==> src/rtl/sorted_block_device_table_assert.svh <==
// assertion macros for the sorted block/device table
`ifndef SORTED_BLOCK_DEVICE_TABLE_ASSERT_SVH
`define SORTED_BLOCK_DEVICE_TABLE_ASSERT_SVH
`ifndef NO_ASSERTIONS
// same-cycle implication
`define SBDT_ASSERT_IMP(lbl, clk, rst, ante, cons, msg) \
   lbl: assert property (@(posedge clk) disable iff (rst) (ante) |-> (cons)) else $error(msg);
// next-cycle implication
`define SBDT_ASSERT_NXT(lbl, clk, rst, ante, cons, msg) \
   lbl: assert property (@(posedge clk) disable iff (rst) (ante) |=> (cons)) else $error(msg);
`else
`define SBDT_ASSERT_IMP(lbl, clk, rst, ante, cons, msg)
`define SBDT_ASSERT_NXT(lbl, clk, rst, ante, cons, msg)
`endif
`endif

==> src/rtl/sbdt_pkg.sv <==
// shared types and constants for the sorted block/device table
package sbdt_pkg;

   localparam int unsigned DEFAULT_TABLE_DEPTH = 256;
   localparam int unsigned ENTRY_BYTES = 8;
   localparam int unsigned ENTRY_W = ENTRY_BYTES * 8;
   localparam int unsigned KEY_W = 32;
   localparam int unsigned POS_W = 9;

   typedef struct packed {
      logic             operation;
      logic [KEY_W-1:0] block_number;
      logic [KEY_W-1:0] device_number;
      logic [POS_W-1:0] insert_position;
   } req_type;

   typedef struct packed {
      logic             found;
      logic [POS_W-1:0] position;
      logic             status;
      logic [POS_W-1:0] entry_count;
   } rsp_type;

   localparam logic OP_SEARCH = 1'b0;
   localparam logic OP_INSERT = 1'b1;

   typedef enum logic [1:0] {
      FIN_FOUND,
      FIN_MISS,
      FIN_FULL,
      FIN_INSERT
   } fin_kind_type;

   typedef struct packed {
      logic         load;
      logic         rd_search;
      logic         step;
      logic         rd_shift;
      logic         wr_shift;
      logic         wr_new;
      logic         finish;
      fin_kind_type kind;
   } ctrl_type;

   typedef struct packed {
      logic empty;
      logic full;
      logic lo_gt_hi;
      logic entry_lt_key;
      logic entry_eq_key;
      logic mid_zero;
      logic more_shift;
   } stat_type;

endpackage

==> src/rtl/sbdt_ctrl.sv <==
// controller state machine for search and insert sequencing
module sbdt_ctrl import sbdt_pkg::*; (
   input  logic     clock,
   input  logic     reset,
   input  logic     start,
   input  logic     req_operation,
   input  stat_type stat,
   output ctrl_type cmd,
   output logic     busy
);

   typedef enum logic [2:0] {
      ST_IDLE,
      ST_SEARCH_ADDR,
      ST_SEARCH_CMP,
      ST_INS_CHECK,
      ST_SHIFT_RD,
      ST_SHIFT_WR
   } state_type;

   state_type state_ff, state_in;
   logic      busy_ff, busy_in;

   always_comb begin
      cmd      = '0;
      cmd.kind = FIN_MISS;
      state_in = state_ff;
      unique case (state_ff)
         ST_IDLE: begin
            if (start && !busy_ff) begin
               cmd.load = 1'b1;
               state_in = (req_operation == OP_INSERT) ? ST_INS_CHECK : ST_SEARCH_ADDR;
            end
         end
         ST_SEARCH_ADDR: begin
            if (stat.empty || stat.lo_gt_hi) begin
               cmd.finish = 1'b1;
               cmd.kind   = FIN_MISS;
               state_in   = ST_IDLE;
            end else begin
               cmd.rd_search = 1'b1;
               state_in      = ST_SEARCH_CMP;
            end
         end
         ST_SEARCH_CMP: begin
            priority if (stat.entry_eq_key) begin
               cmd.finish = 1'b1;
               cmd.kind   = FIN_FOUND;
               state_in   = ST_IDLE;
            end else if (!stat.entry_lt_key && stat.mid_zero) begin
               // key sorts below entry zero: stop at left bound
               cmd.finish = 1'b1;
               cmd.kind   = FIN_MISS;
               state_in   = ST_IDLE;
            end else begin
               cmd.step = 1'b1;
               state_in = ST_SEARCH_ADDR;
            end
         end
         ST_INS_CHECK: begin
            if (stat.full) begin
               cmd.finish = 1'b1;
               cmd.kind   = FIN_FULL;
               state_in   = ST_IDLE;
            end else begin
               state_in = ST_SHIFT_RD;
            end
         end
         ST_SHIFT_RD: begin
            if (stat.more_shift) begin
               cmd.rd_shift = 1'b1;
               state_in     = ST_SHIFT_WR;
            end else begin
               cmd.wr_new = 1'b1;
               cmd.finish = 1'b1;
               cmd.kind   = FIN_INSERT;
               state_in   = ST_IDLE;
            end
         end
         ST_SHIFT_WR: begin
            cmd.wr_shift = 1'b1;
            state_in     = ST_SHIFT_RD;
         end
         default: begin
            state_in = ST_IDLE;
         end
      endcase
      busy_in = (state_in != ST_IDLE);
   end

   always_ff @(posedge clock) begin
      if (reset) begin
         state_ff <= ST_IDLE;
         busy_ff  <= 1'b0;
      end else begin
         state_ff <= state_in;
         busy_ff  <= busy_in;
      end
   end

   assign busy = busy_ff;

endmodule

==> config.mk <==
export PLATFORM = sky130hd
export DESIGN_NAME = sbdt_ctrl
export DESIGN_NICKNAME = d
export VERILOG_FILES = /design/src/rtl/sorted_block_device_table_assert.svh /design/src/rtl/sbdt_pkg.sv /design/src/rtl/sbdt_ctrl.sv
export SDC_FILE = /design/constraint.sdc
export NUM_CORES = 1
export LEC_CHECK = 0
export ABC_AREA = 0
export BUFFER_PORTS_ARGS = -buffer_cell sky130_fd_sc_hd__buf_4
export CORE_AREA = 2 2 39 41
export DETAILED_ROUTE_END_ITERATION = 10
export DIE_AREA = 0 0 41 43
export PLACE_DENSITY_LB_ADDON = 0.25
export SYNTH_ARGS = -nofsm -noshare
export SYNTH_HDL_FRONTEND = slang
export SYNTH_SLANG_ARGS = --single-unit
==> constraint.sdc <==
create_clock -name clock -period 1.9 [get_ports clock]
set_input_delay 0.19 -clock clock [delete_from_list [all_inputs] [get_ports clock]]
set_output_delay 0.19 -clock clock [all_outputs]
set_load 0.01 [all_outputs]
==> flow_metrics.tcl, run 1 <==
set metrics [dict create \
    cts_root_buf "clkbuf_4" \
    worstReg2RegEnd "busy$_SDFF_PP0_" \
    die-area_um2 1760 \
    rows 14 \
    cp_data_arrival_time_ps 1430 \
    ctsHoldBuffers 0 \
    syn_nets 45 \
    syn_inst 34 \
    start_util_pct 21.2 \
    slew_headroom_pct 72.8 \
    regToRegStartpoint "state_ff[0]$_SDFF_PP0_" \
    pwr_density_cell_nw_per_um2 597 \
    finalCritPeriodShare_pct 85.2 \
    avgViaCountPerCell 4.46 \
    routedWlPerCell_um 11.0 \
    portBuffers 20 \
    clkTransAtPathRegs_ps 40 \
    cp.required_ps 1710 \
    final_common_cell "buf_4" \
    grt_usage_pct 11.1 \
    fin_worst_skew_ps 5.03 \
    leakagePower_uw 0.000228 \
    maxCapViolCount 0 \
    antenna_found_initial 0 \
    gp_congestion 0.684 \
    antenna_left 0 \
    clock_sinks 4 \
    finalHoldViolCount 0 \
    clk-insertion-delay-late_ps 230 \
    drv_slew 0 \
    syn_area_um2 294 \
    hold_end "state_ff[2]$_SDFF_PP0_" \
    drive_above_1_share_pct 51.8 \
    num-fill-cells 150 \
    synth.distinct_cells 23 \
    rsz0062_at_grt "no" \
    totalWireLength_um 791 \
    cp-start-kind "flop" \
    hold_ws_ps 153 \
    end_kind "output pin" \
    fp.dieW_um 41 \
    hold_class "in -> reg" \
    final_cell_mix "20 x buf_4, 4 x nor2_1, 4 x dfxtp_1" \
    grt_pass1_vias 327 \
    power.total_uw 284 \
    r2r_slack_ps 480 \
    yosys_register_bits 4 \
    dr.pass1.iters 1 \
    die_h_um 43 \
    cts_setup_buffers 0 \
    dpl.hpwl_um 639 \
    synth.avg_cell_area_um2 8.65 \
    setup.worst_path.start "state_ff[0]$_SDFF_PP0_" \
    design_area_um2 475 \
    route.detailed.drc 0 \
    cts_max_path_buffers 2 \
    antenna_cells 0 \
    vias 321 \
    core_um2 1380 \
    grt_max_degree 10 \
    critPathKind "reg -> out" \
    hold_start "reset" \
    place_area_um2 453 \
    ys.warnings.count 0 \
    ys_seq_area_share_pct 27.2 \
    ios 21 \
    outcome "completed" \
    htreeDepth 1 \
    hold_depth 2 \
    cp_max_fo 9 \
    fin_nets 69 \
    timing.reg2reg.worst_path_depth 4 \
    ir_worst_vdd_mv 0.286 \
    drt_iter0_markers 0 \
    overflow 0 \
    tightest_slew_ps 404 \
    fin_tns_setup_ps 0 \
    fmax_mhz 618 \
    setup_viol 0 \
    cts_tree "built" \
    min_period_ps 1620 \
    area_growth_pct 61.7 \
    grt_pass1_wl_mm 1.33 \
    ctsResizeCount 0 \
    cts_buffers 3 \
]
==> through the flow <==
stage	util, %	cells	setup WS (ps)
6_report	34.4	72	281
5_1_grt	34.4	72	96.4
4_1_cts	34.4	72	272
3_5_place_dp	32.7	69	493
3_3_place_gp	32.7	69	510
2_1_floorplan	-	34	405
==> kinds of logic after synthesis <==
group                  synth area share [%]
flip-flops                             27.2
buffers and inverters                  5.10
AO/OA/AOI/OAI                          20.9
multiplexers                           3.83
AND/OR/NAND/NOR                        43.0
==> synth_stat cells (all sizes together) <==
| master | n | area [µm²] |
|---|---|---|
| nor4 | 2 | 12.5 |
| nand3b | 1 | 7.51 |
| and2 | 1 | 6.26 |
| nor4b | 1 | 23.8 |
| or3 | 1 | 6.26 |
| a21oi | 2 | 10.0 |
| a31o | 1 | 8.76 |
| mux2 | 1 | 11.3 |
| o21ai | 2 | 10.0 |
| inv | 1 | 3.75 |
| nor2 | 5 | 21.3 |
| nand2b | 1 | 6.26 |
| a211o | 1 | 8.76 |
| and3 | 2 | 17.5 |
| nor2b | 3 | 21.3 |
| a21o | 2 | 15.0 |
| nand2 | 1 | 3.75 |
| o31a | 1 | 8.76 |
| buf | 1 | 11.3 |
| dfxtp | 4 | 80.1 |
==> critical path, stage by stage (launching register included) <==
cell and delay, ps:
dfxtp_1 520, nand2b_1 150, nor4_1 330, buf_4 200
==> metal layers <==
layer | GRT usage (%) | up-vias | share of wire, %
li1 | - | 171 | -
met1 | 13.8 | 142 | 43
met2 | 16.6 | 8 | 51
met3 | 4.71 | 0 | 5.1
met4 | 4.00 | 0 | 0
met5 | 0 | - | 0
==> state kept, by name (all words and copies together), names as in the netlist <==
name      flops
state_ff      3
busy          1
==> area by class of cell <==
cell class	instances	area (µm²)	share of cell area (%)
multi-input cells	28	199	41.8
repair buffers	20	150	31.6
flip-flops and latches	4	80.1	16.8
clock buffers	3	22.5	4.74
well taps	16	20.0	4.21
inverters	1	3.75	0.789
==> report_power, final <==
| part | switching [µW] | internal, µW | total, µW |
|---|---|---|---|
| Sequential | 10.6 | 91.5 | 102 |
| Clock | 33.5 | 70.6 | 104 |
| Combinational | 31.4 | 46.6 | 78.0 |
==> worst max-delay path by stage <==
stage | endpoint | cells past startpoint | slack [ps]
2_1_floorplan | cmd[2] | 4 | 410
3_3_place_gp | busy$_SDFF_PP0_ | 4 | 510
3_5_place_dp | busy$_SDFF_PP0_ | 4 | 490
4_1_cts | cmd[7] | 3 | 270
5_1_grt | cmd[7] | 3 | 100
6_report | cmd[7] | 3 | 280
No activity file was read; power rests on OpenSTA's default activity.
==> run 2, diff against run 1 <==
--- a/config.mk
+++ b/config.mk
@@ -7,9 +7,12 @@
 export LEC_CHECK = 0
 export ABC_AREA = 0
 export BUFFER_PORTS_ARGS = -buffer_cell sky130_fd_sc_hd__buf_4
+export CELL_PAD_IN_SITES_DETAIL_PLACEMENT = 1
+export CELL_PAD_IN_SITES_GLOBAL_PLACEMENT = 1
 export CORE_AREA = 2 2 39 41
 export DETAILED_ROUTE_END_ITERATION = 10
 export DIE_AREA = 0 0 41 43
+export MAX_ROUTING_LAYER = met4
 export PLACE_DENSITY_LB_ADDON = 0.25
 export SYNTH_ARGS = -nofsm -noshare
 export SYNTH_HDL_FRONTEND = slang
==> run 2 against run 1 <==
Effect of this change:
- flip-flop and latch count is the same
- wire length grew 9.5%
- largest cell class unchanged
- critical path depth grew 1
- sequential power is essentially flat
- clock skew shrank 3.8 ps
- power grew 0.89%
==> flow_metrics.tcl, run 2 (same netlist as run 1, synthesis figures left out) <==
set metrics [dict create \
    outcome "completed" \
    gp_congestion 0.647 \
    end_kind "output pin" \
    setup_viol 0 \
    rows 14 \
    clk-insertion-delay-late_ps 230 \
    fin_worst_skew_ps 1.24 \
    power_switching_uw 77.8 \
    slew_headroom_pct 75.9 \
    critPathCapture "cmd[2]" \
    met2_length_um 447 \
    setup.worst_path.start "state_ff[0]$_SDFF_PP0_" \
    ctsHoldBuffers 0 \
    totalWireLength_um 866 \
    drv_slew 0 \
    largest_register_ffs 3 \
    fp.dieW_um 41 \
    routedWlPerCell_um 12.0 \
    cts_tree "built" \
    crit_chain "nor4_1, a31o_1, a21o_1, buf_4" \
    antenna_cells 0 \
    worst-path-stages 4 \
    final_common_cell "buf_4" \
    pwr_density_cell_nw_per_um2 603 \
    ios 21 \
    timing.reg2reg.worst_path_depth 4 \
    worst-path-buf-inv 1 \
    antenna_found_initial 0 \
    start_util_pct 21.2 \
    cts_buffers 3 \
    p_int_uw 209 \
    antenna_left 0 \
    worstReg2RegEnd "busy$_SDFF_PP0_" \
    hold_class "in -> reg" \
    ctsResizeCount 0 \
    dr.pass1.iters 1 \
    cp.required_ps 1710 \
    grt_usage_pct 13.0 \
    leakagePower_uw 0.000228 \
    die_h_um 43 \
    fin_nets 69 \
    dp_slack_ps 474 \
    cp_data_arrival_time_ps 1400 \
    maxCapViolCount 0 \
    area_growth_pct 61.7 \
    fmax_mhz 631 \
    overflow 0 \
    tightest_slew_ps 358 \
    layout_setup_ws_ps 315 \
    critPathKind "reg -> out" \
    htreeDepth 1 \
    m1WireLength_um 336 \
    r2r_slack_ps 490 \
    drive_above_1_share_pct 51.8 \
    route.detailed.drc 0 \
    cpPeakStageDelay_ps 400 \
    cts_setup_buffers 0 \
    finalCritPeriodShare_pct 83.4 \
    grt_pass1_vias 350 \
    switching_share_pct 27.1 \
    cts_max_path_buffers 2 \
    ir_worst_vdd_mv 0.343 \
    grt_pass1_wl_mm 1.48 \
    avgViaCountPerCell 4.71 \
    rsz0062_at_grt "no" \
    vias 339 \
    largest_register "state_ff" \
    clkTransAtPathRegs_ps 40 \
    final_cell_mix "20 x buf_4, 4 x nor2_1, 4 x dfxtp_1" \
    clock_power_share_pct 36.8 \
    clock_sinks 4 \
    hold_depth 2 \
    cp_max_fo 9 \
    portBuffers 20 \
    finalHoldViolCount 0 \
    p_seq_share_pct 35.7 \
    grt_max_degree 10 \
    p_comb_share_pct 27.5 \
    drt_iter0_markers 0 \
    regToRegStartpoint "state_ff[0]$_SDFF_PP0_" \
    cp-start-kind "flop" \
    fin_tns_setup_ps 0 \
    hold_ws_ps 143 \
    top_layer "met4" \
    min_period_ps 1590 \
    cts_root_buf "clkbuf_4" \
    path_delay_family "flip-flops" \
    crit_slowest_cell "dfxtp_1" \
    core_um2 1380 \
    die-area_um2 1760 \
    wl_met3_um 52 \
]
run 2: cell counts in the layout (fill, tap and decap cells not counted):
Identical to the previous run, type by type.
run 2: how the worst min path moves through the flow:
| stage | start | endpoint | slack, ps |
|---|---|---|---|
| floorplan | reset | state_ff[2]$_SDFF_PP0_ | 270 |
| global placement | reset | state_ff[2]$_SDFF_PP0_ | 390 |
| detailed placement | reset | state_ff[2]$_SDFF_PP0_ | 380 |
| CTS | reset | state_ff[2]$_SDFF_PP0_ | 130 |
| global route | reset | state_ff[2]$_SDFF_PP0_ | 140 |
| finish | reset | state_ff[2]$_SDFF_PP0_ | 140 |
run 2: power groups by stage:
| stage | Combinational [µW] | Clock, µW | Sequential (µW) |
|---|---|---|---|
| 2_1_floorplan | 46.0 | 0 | 98.5 |
| 3_5_place_dp | 80.0 | 0 | 104 |
| 6_report | 78.9 | 106 | 102 |
| 5_1_grt | 87.1 | 114 | 104 |
| 3_3_place_gp | 80.2 | 0 | 104 |
| 4_1_cts | 80.5 | 112 | 102 |
run 2: through the flow:
stage	area (µm²)	total power (µW)	std cells	utilization (%)
3_5_place_dp	453	184	69	32.7
3_3_place_gp	453	184	69	32.7
6_report	475	287	72	34.4
5_1_grt	475	305	72	34.4
4_1_cts	475	294	72	34.4
2_1_floorplan	294	145	34	-
run 2: final cells by class:
type,instances,area [µm²]
fill,169,908
multi-input combinational,28,199
timing repair buffer,20,150
sequential,4,80.1
clock buffer,3,22.5
tap,16,20.0
inverter,1,3.75
run 2: layer usage:
layer	vias up	GRT usage [%]
li1	170	-
met4	0	10.0
met1	153	15.5
met5	-	-
met2	12	18.4
met3	4	2.09
==> run 3, diff against run 2 <==
--- a/config.mk
+++ b/config.mk
@@ -9,9 +9,8 @@
 export BUFFER_PORTS_ARGS = -buffer_cell sky130_fd_sc_hd__buf_4
 export CELL_PAD_IN_SITES_DETAIL_PLACEMENT = 1
 export CELL_PAD_IN_SITES_GLOBAL_PLACEMENT = 1
-export CORE_AREA = 2 2 39 41
+export CORE_UTILIZATION = 22
 export DETAILED_ROUTE_END_ITERATION = 10
-export DIE_AREA = 0 0 41 43
 export MAX_ROUTING_LAYER = met4
 export PLACE_DENSITY_LB_ADDON = 0.25
 export SYNTH_ARGS = -nofsm -noshare
==> constraint.sdc (replaced) <==
create_clock -name clock -period 1.3 [get_ports clock]
set_input_delay 0.13 -clock clock [delete_from_list [all_inputs] [get_ports clock]]
set_output_delay 0.13 -clock clock [all_outputs]
set_load 0.01 [all_outputs]
==> run 3 against run 2 <==
Effect of this change:
- the flow now finishes with violations (setup timing)
- via count rose by 8.8%
- sequential share of layout area is 1.1 points lower
- flip-flop and latch count is the same
- setup slack got worse by 430 ps
- sequential power rose by 43%
- register-to-register slack got worse by 460 ps
- cell count increased by 2.8%
- critical path depth did not move
- hold slack worse by 67 ps
- largest cell class unchanged
==> flow_metrics.tcl, run 3 (same netlist as run 1, synthesis figures left out) <==
set metrics [dict create \
    outcome "finished, violations left" \
    violations "setup timing" \
    cts_buffers 3 \
    cp_max_fo 5 \
    portBuffers 20 \
    ir_worst_vdd_mv 0.498 \
    cts_root_buf "clkbuf_4" \
    path_delay_family "flip-flops" \
    dpl.hpwl_um 703 \
    ctsHoldBuffers 0 \
    antenna_left 0 \
    min_period_ps 1410 \
    totalWireLength_um 990 \
    place_area_um2 487 \
    crit_chain "nor4_4, a31o_1, a21o_1, buf_6" \
    routedWlPerCell_um 13.4 \
    place_inst 71 \
    finalCritPeriodShare_pct 109 \
    area_growth_pct 97.9 \
    cp.required_ps 1170 \
    htreeDepth 1 \
    crit_slowest_cell "dfxtp_4" \
    antenna_found_initial 0 \
    drt_iter0_markers 0 \
    grt_pass1_wl_mm 1.59 \
    design_area_um2 582 \
    hold_class "in -> reg" \
    overflow 0 \
    die_h_um 38.6 \
    drv_slew 0 \
    dr.pass1.iters 1 \
    slew_headroom_pct 78.5 \
    setup_viol 4 \
    grt_max_degree 8 \
    tightest_slew_ps 322 \
    worst-path-buf-inv 1 \
    cpPeakStageDelay_ps 360 \
    antenna_cells 0 \
    cts_max_path_buffers 2 \
    start_util_pct 25.1 \
    vias 369 \
    fin_worst_skew_ps 5.96 \
    cp-start-kind "flop" \
    grt_usage_pct 16.8 \
    finalHoldViolCount 0 \
    cp_data_arrival_time_ps 1280 \
    drive_above_1_share_pct 68.3 \
    critPathKind "reg -> out" \
    fin_tns_setup_ps -215 \
    regToRegStartpoint "state_ff[1]$_SDFF_PP0_" \
    rows 12 \
    maxCapViolCount 0 \
    cts_tree "built" \
    leakagePower_uw 0.000264 \
    pwr_density_cell_nw_per_um2 784 \
    power.total_uw 456 \
    fin_nets 73 \
    end_kind "output pin" \
    finalNonFillerCells 74 \
    rsz0062_at_grt "yes" \
    fp.dieW_um 38.6 \
    clock_sinks 4 \
    clk-insertion-delay-late_ps 240 \
    hold_start "reset" \
    largest_register "state_ff" \
    final_cell_mix "20 x buf_4, 4 x nor2_1, 4 x buf_6" \
    avgViaCountPerCell 4.99 \
    route.detailed.drc 0 \
    gp_congestion 0.780 \
    grt_pass1_vias 376 \
    final_common_cell "buf_4" \
    setup.worst_path.start "state_ff[0]$_SDFF_PP0_" \
    ios 21 \
    fmax_mhz 708 \
    clkTransAtPathRegs_ps 40 \
    layout_setup_ws_ps -113 \
    largest_register_ffs 3 \
    die-area_um2 1490 \
    r2r_slack_ps 30 \
    core_um2 1170 \
    hold_ws_ps 75.3 \
]
-- run 3: metal layers --
layer / share of wire, % / vias up / GRT usage, %
met5: 0 / - / -
met1: 38 / 169 / 18.8
met4: 2.3 / 0 / 12.9
met2: 53 / 17 / 27.1
li1: - / 181 / -
met3: 6.2 / 2 / 1.74
-- run 3: layout make-up --
type / instances / area [µm²]
Multi-Input combinational cell: 28 / 251
Inverter: 1 / 3.75
Tap cell: 14 / 17.5
Sequential cell: 4 / 91.3
Timing Repair Buffer: 24 / 195
Clock buffer: 3 / 22.5
Fill cell: 144 / 589
-- run 3: repair_timing --
| item | CTS | global route |
|---|---|---|
| buffers inserted | 0 | 1 |
| gates resized for setup | 15 | 6 |
| setup endpoints to repair | 7 | 7 |
| pin swaps | 4 | 3 |
-- run 3: final timing paths --
check / to / cells past startpoint
setup / recovery: cmd[2] / 4
setup reg to reg: busy$_SDFF_PP0_ / 4
hold / removal: state_ff[2]$_SDFF_PP0_ / 2
hold reg to reg: state_ff[2]$_SDFF_PP0_ / 2
-- run 3: where the power goes --
part	internal, µW	switching [µW]
Combinational	88.0	65.1
Sequential	132	14.0
Clock	103	53.9
-- run 3: through the flow --
step	setup slack, ps	util (%)
final	-113	49.7
after global routing	-160	49.7
after CTS	-98.9	47.9
after detailed placement	-38.9	41.6
after global placement	-40.6	41.6
after floorplan	13.6	-
